File: config.mk
export PLATFORM = sky130hd
export DESIGN_NAME = bounded_lifo_stack_flat
export DESIGN_NICKNAME = d
export VERILOG_FILES = /design/src/rtl/bls_pkg.sv /design/src/rtl/bls_cmd_if.sv /design/src/rtl/bls_res_if.sv /design/src/rtl/bls_ram.sv /design/src/rtl/bls_ctrl.sv /design/src/rtl/bounded_lifo_stack.sv /design/src/flat_wrapper.sv
export SDC_FILE = /design/constraint.sdc
export NUM_CORES = 1
export LEC_CHECK = 0
export ABC_CLOCK_PERIOD_IN_PS = 8800
export BUFFER_PORTS_ARGS = -buffer_cell sky130_fd_sc_hd__buf_4
export CAP_MARGIN = 20
export CORE_MARGIN = 2
export CORE_UTILIZATION = 40
export DETAILED_ROUTE_END_ITERATION = 10
export GPL_ROUTABILITY_DRIVEN = 0
export GPL_TIMING_DRIVEN = 0
export PLACE_DENSITY_LB_ADDON = 0.1
export SLEW_MARGIN = 20
export SYNTH_ARGS = -nofsm -noshare
export SYNTH_HDL_FRONTEND = slang
export SYNTH_SLANG_ARGS = --single-unit
File: constraint.sdc
create_clock -name clk -period 8.8 [get_ports clk]
set_clock_uncertainty 0.05 [all_clocks]
set_input_delay 2.64 -clock clk [delete_from_list [all_inputs] [get_ports clk]]
set_output_delay 2.64 -clock clk [all_outputs]
set_load 0.05 [all_outputs]
File: src/rtl/bls_pkg.sv
package bls_pkg;

  // fixed field widths
  localparam int WORD_W   = 32;
  localparam int KIND_W   = 3;
  localparam int STATUS_W = 2;
  localparam int COUNT_W  = 5;

  // default number of stored words
  localparam int DEPTH_DEFAULT = 16;

  // command codes
  typedef enum logic [KIND_W-1:0] {
    KIND_PUSH    = 3'd0,
    KIND_POP     = 3'd1,
    KIND_PEEK    = 3'd2,
    KIND_DUMP    = 3'd3,
    KIND_REVERSE = 3'd4,
    KIND_CLEAR   = 3'd5
  } kind_t;

  // result status codes
  typedef enum logic [STATUS_W-1:0] {
    ST_OK       = 2'd0,
    ST_OVERFLOW = 2'd1,
    ST_EMPTY    = 2'd2
  } status_t;

  // sequencer states
  typedef enum logic [2:0] {
    S_IDLE,
    S_READ,
    S_DUMP,
    S_REV_WR_LO,
    S_REV_WR_HI,
    S_DONE
  } state_t;

  // memory strobes from the sequencer
  typedef struct packed {
    logic wr_en;
    logic rd_en;
  } ram_ctl_t;

endpackage

File: src/rtl/bls_cmd_if.sv
interface bls_cmd_if;
  logic                       valid;
  logic                       ready;
  logic [bls_pkg::KIND_W-1:0] kind;
  logic [bls_pkg::WORD_W-1:0] push_value;

  modport source (output valid, output kind, output push_value, input ready);
  modport sink (input valid, input kind, input push_value, output ready);
endinterface

File: src/rtl/bls_res_if.sv
interface bls_res_if;
  logic                         valid;
  logic                         ready;
  logic [bls_pkg::WORD_W-1:0]   value;
  logic [bls_pkg::STATUS_W-1:0] status;
  logic [bls_pkg::COUNT_W-1:0]  count;
  logic                         is_empty;
  logic                         is_full;
  logic                         last;

  modport source (output valid, output value, output status, output count,
                  output is_empty, output is_full, output last, input ready);
  modport sink (input valid, input value, input status, input count,
                input is_empty, input is_full, input last, output ready);
endinterface

File: src/rtl/bls_ram.sv
module bls_ram #(
  parameter int DEPTH = bls_pkg::DEPTH_DEFAULT
) (
  input  logic                       clk,
  input  bls_pkg::ram_ctl_t          ctl,
  input  logic [$clog2(DEPTH)-1:0]   waddr,
  input  logic [bls_pkg::WORD_W-1:0] wdata,
  input  logic [$clog2(DEPTH)-1:0]   raddr_a,
  input  logic [$clog2(DEPTH)-1:0]   raddr_b,
  output logic [bls_pkg::WORD_W-1:0] rdata_a,
  output logic [bls_pkg::WORD_W-1:0] rdata_b
);

  logic [bls_pkg::WORD_W-1:0] mem [DEPTH];

  // single write port
  always_ff @(posedge clk) begin
    if (ctl.wr_en) begin
      mem[waddr] <= wdata;
    end
  end

  // two registered read ports, data held while no read is issued
  always_ff @(posedge clk) begin
    if (ctl.rd_en) begin
      rdata_a <= mem[raddr_a];
      rdata_b <= mem[raddr_b];
    end
  end

endmodule

File: src/rtl/bls_ctrl.sv
module bls_ctrl #(
  parameter int DEPTH = bls_pkg::DEPTH_DEFAULT
) (
  input  logic                       clk,
  input  logic                       rst,
  bls_cmd_if.sink                    cmd,
  bls_res_if.source                  res,
  output bls_pkg::ram_ctl_t          ram_ctl,
  output logic [$clog2(DEPTH)-1:0]   waddr,
  output logic [bls_pkg::WORD_W-1:0] wdata,
  output logic [$clog2(DEPTH)-1:0]   raddr_a,
  output logic [$clog2(DEPTH)-1:0]   raddr_b,
  input  logic [bls_pkg::WORD_W-1:0] rdata_a,
  input  logic [bls_pkg::WORD_W-1:0] rdata_b
);

  localparam int ADDR_W = $clog2(DEPTH);
  localparam int AW1    = ADDR_W + 1;
  localparam int CNT_W  = $clog2(DEPTH + 1);

  bls_pkg::state_t state, state_next;

  logic [CNT_W-1:0]  cnt, cnt_next;
  logic [ADDR_W-1:0] lo, lo_next;
  logic [ADDR_W-1:0] hi, hi_next;
  logic              is_pop;

  // output register
  logic                       out_valid;
  logic [bls_pkg::WORD_W-1:0] out_value;
  bls_pkg::status_t           out_status;
  logic [CNT_W-1:0]           out_cnt;
  logic                       out_last;

  // result being loaded this cycle
  logic                       emit;
  logic [bls_pkg::WORD_W-1:0] e_value;
  bls_pkg::status_t           e_status;
  logic                       e_last;

  logic              out_free;
  logic              in_ready;
  logic              accept;
  logic              empty;
  logic              full;
  logic [ADDR_W-1:0] top_addr;
  logic              dump_last;
  logic              rev_more;
  bls_pkg::kind_t    kind;

  // shared conditions
  assign out_free  = !out_valid || res.ready;
  assign accept    = cmd.valid && in_ready;
  assign kind      = bls_pkg::kind_t'(cmd.kind);
  assign empty     = (cnt == '0);
  assign full      = (cnt == CNT_W'(DEPTH));
  assign top_addr  = ADDR_W'(cnt - CNT_W'(1));
  assign dump_last = (lo == top_addr);
  assign rev_more  = (AW1'(hi) - AW1'(lo)) > AW1'(2);

  // next state
  always_comb begin
    state_next = state;
    unique case (state)
      bls_pkg::S_IDLE: begin
        if (accept) begin
          unique case (kind)
            bls_pkg::KIND_POP, bls_pkg::KIND_PEEK: begin
              if (!empty) state_next = bls_pkg::S_READ;
            end
            bls_pkg::KIND_DUMP: begin
              if (!empty) state_next = bls_pkg::S_DUMP;
            end
            bls_pkg::KIND_REVERSE: begin
              if (!empty && cnt != CNT_W'(1)) state_next = bls_pkg::S_REV_WR_LO;
            end
            default: state_next = bls_pkg::S_IDLE;
          endcase
        end
      end
      bls_pkg::S_READ: begin
        if (out_free) state_next = bls_pkg::S_IDLE;
      end
      bls_pkg::S_DUMP: begin
        if (out_free && dump_last) state_next = bls_pkg::S_IDLE;
      end
      bls_pkg::S_REV_WR_LO: state_next = bls_pkg::S_REV_WR_HI;
      bls_pkg::S_REV_WR_HI: begin
        state_next = rev_more ? bls_pkg::S_REV_WR_LO : bls_pkg::S_DONE;
      end
      bls_pkg::S_DONE: begin
        if (out_free) state_next = bls_pkg::S_IDLE;
      end
      default: state_next = bls_pkg::S_IDLE;
    endcase
  end

  // outputs, memory strobes and datapath updates
  always_comb begin
    in_ready  = 1'b0;
    emit      = 1'b0;
    e_value   = '0;
    e_status  = bls_pkg::ST_OK;
    e_last    = 1'b1;
    cnt_next  = cnt;
    lo_next   = lo;
    hi_next   = hi;
    ram_ctl   = '0;
    waddr     = lo;
    wdata     = rdata_b;
    raddr_a   = lo;
    raddr_b   = hi;
    unique case (state)
      bls_pkg::S_IDLE: begin
        in_ready = out_free;
        if (accept) begin
          unique case (kind)
            bls_pkg::KIND_PUSH: begin
              emit = 1'b1;
              if (full) begin
                e_status = bls_pkg::ST_OVERFLOW;
              end else begin
                ram_ctl.wr_en = 1'b1;
                waddr         = ADDR_W'(cnt);
                wdata         = cmd.push_value;
                cnt_next      = cnt + CNT_W'(1);
              end
            end
            bls_pkg::KIND_POP, bls_pkg::KIND_PEEK: begin
              if (empty) begin
                emit     = 1'b1;
                e_status = bls_pkg::ST_EMPTY;
              end else begin
                ram_ctl.rd_en = 1'b1;
                raddr_a       = top_addr;
              end
            end
            bls_pkg::KIND_DUMP: begin
              if (empty) begin
                emit     = 1'b1;
                e_status = bls_pkg::ST_EMPTY;
              end else begin
                ram_ctl.rd_en = 1'b1;
                raddr_a       = '0;
                lo_next       = '0;
              end
            end
            bls_pkg::KIND_REVERSE: begin
              if (empty) begin
                emit     = 1'b1;
                e_status = bls_pkg::ST_EMPTY;
              end else if (cnt == CNT_W'(1)) begin
                emit = 1'b1;
              end else begin
                ram_ctl.rd_en = 1'b1;
                raddr_a       = '0;
                raddr_b       = top_addr;
                lo_next       = '0;
                hi_next       = top_addr;
              end
            end
            bls_pkg::KIND_CLEAR: begin
              emit     = 1'b1;
              cnt_next = '0;
            end
            default: emit = 1'b1;
          endcase
        end
      end
      bls_pkg::S_READ: begin
        if (out_free) begin
          emit    = 1'b1;
          e_value = rdata_a;
          if (is_pop) cnt_next = cnt - CNT_W'(1);
        end
      end
      bls_pkg::S_DUMP: begin
        if (out_free) begin
          emit    = 1'b1;
          e_value = rdata_a;
          e_last  = dump_last;
          if (!dump_last) begin
            lo_next       = lo + ADDR_W'(1);
            ram_ctl.rd_en = 1'b1;
            raddr_a       = lo + ADDR_W'(1);
          end
        end
      end
      bls_pkg::S_REV_WR_LO: begin
        ram_ctl.wr_en = 1'b1;
        waddr         = lo;
        wdata         = rdata_b;
      end
      bls_pkg::S_REV_WR_HI: begin
        ram_ctl.wr_en = 1'b1;
        waddr         = hi;
        wdata         = rdata_a;
        lo_next       = lo + ADDR_W'(1);
        hi_next       = hi - ADDR_W'(1);
        if (rev_more) begin
          ram_ctl.rd_en = 1'b1;
          raddr_a       = lo + ADDR_W'(1);
          raddr_b       = hi - ADDR_W'(1);
        end
      end
      bls_pkg::S_DONE: begin
        emit = out_free;
      end
      default: emit = 1'b0;
    endcase
  end

  // control registers
  always_ff @(posedge clk) begin
    if (rst) begin
      state     <= bls_pkg::S_IDLE;
      cnt       <= '0;
      out_valid <= 1'b0;
    end else begin
      state <= state_next;
      cnt   <= cnt_next;
      if (emit) begin
        out_valid <= 1'b1;
      end else if (res.ready) begin
        out_valid <= 1'b0;
      end
    end
  end

  // walk pointers and command flavour
  always_ff @(posedge clk) begin
    lo <= lo_next;
    hi <= hi_next;
    if (accept) begin
      is_pop <= (kind == bls_pkg::KIND_POP);
    end
  end

  // result payload, loaded with the count after the step
  always_ff @(posedge clk) begin
    if (emit) begin
      out_value  <= e_value;
      out_status <= e_status;
      out_cnt    <= cnt_next;
      out_last   <= e_last;
    end
  end

  assign cmd.ready    = in_ready;
  assign res.valid    = out_valid;
  assign res.value    = out_value;
  assign res.status   = out_status;
  assign res.count    = bls_pkg::COUNT_W'(out_cnt);
  assign res.is_empty = (out_cnt == '0);
  assign res.is_full  = (out_cnt == CNT_W'(DEPTH));
  assign res.last     = out_last;

endmodule

File: src/rtl/bounded_lifo_stack.sv
// Bounded LIFO stack of DEPTH raw 32-bit words held in a synchronous memory
// with one write port and two registered read ports. Commands arrive on cmd
// (push, pop, peek, dump, reverse, clear); every command gives one result on
// res, except a dump of a non-empty stack, which gives one result per stored
// word from bottom to top with last set on the top word. Each result carries
// the count after the command and the empty and full flags. Push, clear, a
// reverse of a single word and any command that fails on a full or empty
// stack answer from the idle state; pop and peek pass through a read state
// for the memory read; dump gives one word per cycle while the result sink
// keeps up; a reverse of two or more words swaps pairs from the ends inward
// in write-low and write-high states, the single write port moving one word
// of each swapped pair per cycle. A sink holding off a full output register
// delays results. A new command is taken once the previous one has loaded its
// final result into the output register. No clearing pass follows reset.
module bounded_lifo_stack #(
  parameter int DEPTH = bls_pkg::DEPTH_DEFAULT
) (
  input  logic      clk,
  input  logic      rst,
  bls_cmd_if.sink   cmd,
  bls_res_if.source res
);

  localparam int ADDR_W = $clog2(DEPTH);

  bls_pkg::ram_ctl_t          ram_ctl;
  logic [ADDR_W-1:0]          waddr;
  logic [bls_pkg::WORD_W-1:0] wdata;
  logic [ADDR_W-1:0]          raddr_a;
  logic [ADDR_W-1:0]          raddr_b;
  logic [bls_pkg::WORD_W-1:0] rdata_a;
  logic [bls_pkg::WORD_W-1:0] rdata_b;

  // command sequencer and output register
  bls_ctrl #(
    .DEPTH (DEPTH)
  ) u_ctrl (
    .clk     (clk),
    .rst     (rst),
    .cmd     (cmd),
    .res     (res),
    .ram_ctl (ram_ctl),
    .waddr   (waddr),
    .wdata   (wdata),
    .raddr_a (raddr_a),
    .raddr_b (raddr_b),
    .rdata_a (rdata_a),
    .rdata_b (rdata_b)
  );

  // element store
  bls_ram #(
    .DEPTH (DEPTH)
  ) u_ram (
    .clk     (clk),
    .ctl     (ram_ctl),
    .waddr   (waddr),
    .wdata   (wdata),
    .raddr_a (raddr_a),
    .raddr_b (raddr_b),
    .rdata_a (rdata_a),
    .rdata_b (rdata_b)
  );

endmodule

File: src/flat_wrapper.sv
// flat-port wrapper written by rule: the top's interface ports become plain ports
module bounded_lifo_stack_flat 
#(
  parameter int DEPTH = bls_pkg::DEPTH_DEFAULT
)
  (clk, rst, cmd_valid, cmd_kind, cmd_push_value, cmd_ready, res_valid, res_value, res_status, res_count, res_is_empty, res_is_full, res_last, res_ready);
  bls_cmd_if cmd_i ();
  bls_res_if res_i ();
  input  logic clk;
  input  logic rst;
  input wire logic [$bits(cmd_i.valid)-1:0] cmd_valid;
  input wire logic [$bits(cmd_i.kind)-1:0] cmd_kind;
  input wire logic [$bits(cmd_i.push_value)-1:0] cmd_push_value;
  output wire logic [$bits(cmd_i.ready)-1:0] cmd_ready;
  output wire logic [$bits(res_i.valid)-1:0] res_valid;
  output wire logic [$bits(res_i.value)-1:0] res_value;
  output wire logic [$bits(res_i.status)-1:0] res_status;
  output wire logic [$bits(res_i.count)-1:0] res_count;
  output wire logic [$bits(res_i.is_empty)-1:0] res_is_empty;
  output wire logic [$bits(res_i.is_full)-1:0] res_is_full;
  output wire logic [$bits(res_i.last)-1:0] res_last;
  input wire logic [$bits(res_i.ready)-1:0] res_ready;
  assign cmd_i.valid = cmd_valid;
  assign cmd_i.kind = cmd_kind;
  assign cmd_i.push_value = cmd_push_value;
  assign cmd_ready = cmd_i.ready;
  assign res_valid = res_i.valid;
  assign res_value = res_i.value;
  assign res_status = res_i.status;
  assign res_count = res_i.count;
  assign res_is_empty = res_i.is_empty;
  assign res_is_full = res_i.is_full;
  assign res_last = res_i.last;
  assign res_i.ready = res_ready;
  bounded_lifo_stack #(.DEPTH(DEPTH)) u_core (.clk(clk), .rst(rst), .cmd(cmd_i), .res(res_i));
endmodule
# --- After elaboration in Yosys (flattened, before gate mapping) ---
# Memory sizes are Yosys's and may differ from the RTL's. A register that Yosys moved wholly into a read port is not among the register bits.
# Cells that the tools add are included.
totals:
  register_bits: 58
  mem_bits_rw: 512
  word_cells: 133
  mem_count: 1
memory_table:
  columns: ["memory", "depth", "word_bits", "rd", "rd_clocked_by_memory_dff", "wr", "line_no", "rtl"]
  rows:
  - ["u_core.u_ram.mem", 16, 32, 2, 2, 1, "bls_ram.sv:14", "logic [bls_pkg::WORD_W-1:0] mem [DEPTH];"]
op_classes:
  add_sub_neg: 5
  n_lt_le_gt_ge: 1
  eq_ne: 22
  mux: 70
  n_reduce_logical: 24
ops:
  columns: ["cell", "count"]
  rows:
  - ["32-bit 2-to-1 mux", 3]
  - ["4-bit 2-to-1 mux", 17]
  - ["32-bit case mux with 2 select lines", 1]
  - ["4-bit case mux with 3 select lines", 3]
  - ["4-bit case mux with 2 select lines", 4]
  - ["3-bit 2-to-1 mux", 7]
  - ["5-bit 2-to-1 mux", 4]
  - ["5-bit case mux with 2 select lines", 2]
  - ["1-bit 2-to-1 mux", 19]
  - ["3-bit case mux with 5 select lines", 1]
  - ["3-bit by 2-bit == test with 1-bit output, second input constant", 4]
  - ["3-bit == test, second input constant", 4]
  - ["5-bit == test, second input constant", 2]
  - ["5-bit logical NOT", 2]
  - ["3-bit != test, second input constant", 3]
  - ["3-bit case mux with 3 select lines", 1]
  - ["2-bit OR reduction", 4]
  - ["3-bit by 1-bit == test with 1-bit output, second input constant", 2]
  - ["3-bit logical NOT", 2]
  - ["1-bit case mux with 2 select lines", 3]
  - ["1-bit case mux with 3 select lines", 2]
  - ["2-bit AND reduction", 3]
  - ["6-bit AND reduction", 1]
  - ["5-bit by 1-bit adder with 5-bit output, second input constant", 1]
  - ["other kinds (21)", 27]

# --- Depth between registers and ports, before layout ---
depth:
  ltp_word: 8
  ltp_mapped: 16
  depth_no_buf: 14

# --- By module ---
# From an unflattened synthesis, not the netlist that was laid out.
hier_totals:
  cells_unflattened: 1583
  area_unflattened_um2: 28878.9
by_module_without_submodules:
  columns: ["module", "instances", "cells_each", "area_per_inst_um2"]
  rows:
  - ["bls_ram", 1, 1141, 24828.8]
  - ["bls_ctrl", 1, 442, 4050.1]

# --- Worst setup path after synthesis ---
# Ideal clock, no wire load.
synth_path:
  kind: "input -> register"
  startpoint: "in res_ready"
  endpoint: "mem u_core.u_ram.mem[11][0] (netlist name) (enable)"
  setup_time_ns: 0.421
  arrival_ns: 5.649
  required_ns: 8.329
  setup_slack_ns: 2.680
  cell_stages: 11
  n_path_buf: 2
  path_cell_list: "nand2b_1 buf_2 nand4_2 buf_2 inv_2 nand3_1 a21oi_1 nor2_1 nor3_1 nand2_1 nor2_1"
synth_via:
  elab_chain_len: 7
  elab_cells_between_ends: 9
  cone_classes: "mux: 7; reduce/logical: 2"
synth_rtl:
  columns: ["item", "line_no", "rtl"]
  rows:
  - ["start, declared", "flat_wrapper.sv:22", "input wire logic [$bits(res_i.ready)-1:0] res_ready;"]
  - ["1-bit logical OR *", "bls_ctrl.sv:52", "assign out_free = !out_valid || res.ready;"]
  - ["1-bit 2-to-1 mux *", "bls_ctrl.sv:113", "unique case (state)"]
  - ["1-bit logical AND *", "bls_ctrl.sv:53", "assign accept = cmd.valid && in_ready;"]
  - ["via u_core.u_ctrl.accept", "bls_ctrl.sv:43", "logic accept;"]
  - ["2-bit 2-to-1 mux", "bls_ctrl.sv:116", "if (accept) begin"]
  - ["1-bit case mux with 2 select lines", "bls_ctrl.sv:113", null]
  - ["1-bit 2-to-1 mux", "bls_ram.sv:18", "if (ctl.wr_en) begin"]
  - ["1-bit 2-to-1 mux (implied by the code)", "bls_ram.sv:19", "mem[waddr] <= wdata;"]
  - ["end, declared", "bls_ram.sv:14", null]
# The timed path passes the listed nets; every way through them passes the cells marked *.

# --- Worst setup path in the final report ---
layout_path:
  startpoint: "in res_ready"
  endpoint: "out cmd_ready"
layout_via:
  elab_chain_len: 2
layout_rtl:
  columns: ["item", "line_no", "rtl"]
  rows:
  - ["1-bit logical OR", "bls_ctrl.sv:52", null]
  - ["1-bit 2-to-1 mux", "bls_ctrl.sv:113", null]
  - ["end, declared", "flat_wrapper.sv:14", "output wire logic [$bits(cmd_i.ready)-1:0] cmd_ready;"]
# No other way between the ends.

==> flow_metrics.py <==
metrics = {
    "job": {
        "max-cap-violations": 0,
    },
    "critical_path": {
        "required_ns": 6.11,
        "timing.rr.end": "u_core.u_ram.rdata_b[21]$_DFFE_PP_",
        "crit_chain": "buf_4, nor2b_1, nor2_1, buf_4",
        "regToRegStartpoint": "u_core.u_ctrl.hi[0]$_DFFE_PN_",
        "reg2reg_depth": 16,
        "path_common_cell": "buf_4",
        "cp-end-kind": "primary output",
        "startpoint_type": "input pin",
        "crit_path_top_delay_cell": "nor2b_1",
        "cp_max_fo": 6,
        "crit_type": "in2out",
        "rrSetupSlack_ns": 3.68,
        "arrival_ns": 3.55,
        "crit_path_max_incr_delay_ns": 0.47,
    },
    "final_layout": {
        "layout-area-overhead-vs-synth_pct": 15.9,
        "fin_area_sq_um": 35300,
        "diodes": 0,
        "finalNetCount": 3205,
        "drive_gt1_share_pct": 12.4,
        "post_layout_nonfiller_instances": 4189,
        "fillers": 6975,
    },
    "floorplanning": {
        "rows": 101,
        "die_w_microns": 280,
        "core-area_sq_um": 75700,
        "dieArea_sq_um": 78400,
        "die_h_microns": 280,
        "start_util_pct": 40.3,
        "pin_count": 83,
    },
    "power": {
        "p_per_area_nw_per_um2": 298,
        "peakVddDrop_mv": 0.165,
        "total_power_mw": 10.5,
        "leakage_nw": 12.7,
    },
    "timing": {
        "slew_violations": 0,
        "hold_viol": 0,
        "setup_viol_count_final": 0,
        "min_period_ns": 6.24,
        "clock.fmax_ghz": 0.160,
        "holdWs_ns": 0.500,
        "post-route-period-util_pct": 70.9,
        "worst_pin_slew_ns": 1.21,
        "rsz0062_at_grt": "false",
        "max_slew_margin_pct": 19.6,
    },
    "routing": {
        "viasPerCell": 6.07,
        "drtPass1Iterations": 7,
        "num_vias": 25400,
        "drc": 0,
        "dr.first_iter.drc_count": 3442,
        "totalWireLength_mm": 117,
        "post_drt_wl_per_cell_microns": 28.0,
        "drtAntennaViolNets": 0,
    },
    "place": {
        "place_hpwl_mm": 82.0,
        "io_buffers": 79,
        "placed_cells": 4058,
        "place_area_sq_um": 33000,
    },
    "cts": {
        "clkSinkCount": 634,
        "root_buffer": "clkbuf_16",
        "ctsResizeCount": 0,
        "cts.path.max_buffers": 3,
        "path_clk_slew_ns": 0.06,
        "cts_tree": "yes",
        "htreeDepth": 3,
        "post_cts_buffers": 0,
        "cts_buffers": 73,
        "ctsHoldBuffers": 0,
        "clk_latency_ns": 0.64,
    },
    "global_routing": {
        "antenna_found_initial": 1,
        "grt_pass1_wl_mm": 168,
        "overflow": 0,
        "grt.total_usage_pct": 29.6,
        "grt_max_degree": 20,
        "grt_pass1_vias": 24600,
    },
    "logic_synthesis": {
        "synth_top_family_by_area": "simple AND/OR/NAND/NOR gates",
        "synth_compound_area_share_pct": 11.1,
        "synthCells": 2968,
        "ys_top_cells_by_count": "nand2_1, edfxtp_1, nand3_1, a21oi_1, nor2_1",
        "async_flop_share_pct": 0,
        "syn_avg_cell_area_sq_um": 10.3,
        "synth_area_leaders": "edfxtp_1, nand2_1, nand3_1",
        "syn_nets": 3018,
        "yosysMostFrequentCell": "nand2_1",
        "synthMuxAreaShare_pct": 0.152,
        "synth-simple-area-share_pct": 21.6,
        "yosys.area.top_type_share_pct": 61.6,
        "ys.flop_type": "edfxtp_1",
        "synth.distinct_cells": 76,
        "yosys.area_share.adder_pct": 0.476,
        "yosysTopAreaCell": "edfxtp_1",
        "synth_edf_count": 625,
        "ys_ff_latch": 634,
        "synth_xor_area_share_pct": 0.333,
        "ys_seq_area_share_pct": 62.2,
        "yosys_warnings": 0,
        "syn_area_sq_um": 30500,
    },
    "hold_path": {
        "min_path_cells": 1,
        "hp-class": "reg2reg",
        "min_to": "u_core.u_ctrl.res.value[11]$_SDFFCE_PN0P_",
        "min_from": "u_core.u_ram.rdata_a[11]$_DFFE_PP_",
    },
    "outcome": {
        "status": "completed",
    },
}
==> worst max path at each step <==
stage,from,to,cells after the start
5_1_grt,res_ready,u_core.u_ram.mem[8][16]$_DFFE_PP_,11
3_5_place_dp,res_ready,u_core.u_ram.mem[8][16]$_DFFE_PP_,11
2_1_floorplan,res_ready,u_core.u_ram.mem[11][0]$_DFFE_PP_,11
3_3_place_gp,res_ready,u_core.u_ram.mem[13][15]$_DFFE_PP_,10
6_report,res_ready,cmd_ready,4
4_1_cts,res_ready,cmd_ready,4
==> layout by cell type, fill, tap and decap left out, drive strengths merged, types with 5 or more instances in the layout <==
cell type and instances:
dfxtp 9, inv 48, nor2 152, a222oi 32, nor3 14, buf 265
clkinv 34, nand2 871, edfxtp 625, a22oi 98, nand3 427, a32oi 33
xnor2 6, o21ai 69, and2 41, ha 10, clkbuf 156, nor2b 11
o211ai 5, o2111ai 32, o21a 5, a21oi 157, a31oi 37
==> through the flow <==
step | TNS [ns] | util [%] | worst slack, ns
6_report | 0 | 46.7 | 2.56
5_1_grt | 0 | 46.7 | 2.49
4_1_cts | 0 | 46.7 | 2.55
3_5_place_dp | 0 | 43.6 | 2.07
3_3_place_gp | -131.98 | 42.7 | -0.756
2_1_floorplan | 0 | - | 2.68
==> flip-flops by register name, summed over array words and instances, names as in the netlist, 3 cells and up <==
signal / count
u_core.u_ctrl.cnt: 5
u_core.u_ctrl.hi: 4
u_core.u_ctrl.lo: 4
u_core.u_ctrl.res.count: 5
u_core.u_ctrl.res.value: 32
u_core.u_ctrl.state: 3
u_core.u_ram.mem: 512
u_core.u_ram.rdata_a: 32
u_core.u_ram.rdata_b: 32
==> cell type report <==
cell class	count	area (sq um)	share of cell area, %
Clock inverter	44	367	1.04
Sequential cell	634	18900	53.6
Multi-Input combinational cell	2066	10400	29.4
Clock buffer	87	1920	5.44
Inverter	46	173	0.489
Tap cell	978	1220	3.46
Buffer	222	1090	3.10
Timing Repair Buffer	112	1210	3.42
==> kinds of logic (layout without fill, tap and decap cells) <==
family / after synthesis / after routing
AND/OR/NAND/NOR: 1539 / 1539
flip-flops: 634 / 634
AO/OA/AOI/OAI: 502 / 502
buffers and inverters: 268 / 511
adder cells (fa/ha/maj): 11 / 11
XOR/XNOR: 10 / 10
multiplexers: 4 / 4
==> critical path: cells and delay by family <==
family	cells	cell delay (ns)
buffers and inverters	2	0.32
AND/OR/NAND/NOR	2	0.58
==> metal layers <==
metal	share of wire, %	vias up	GRT usage (%)
li1	-	11100	-
met1	40	12500	39.7
met2	46	1563	46.7
met3	10	257	5.70
met4	4.2	0	13.0
met5	0	-	0
==> where the power goes <==
group	internal (mW)	switching, mW
clock network	1.69	1.29
logic	1.05	2.94
registers	3.52	0.0438
Note: power is estimated with default switching activity, not from simulation.
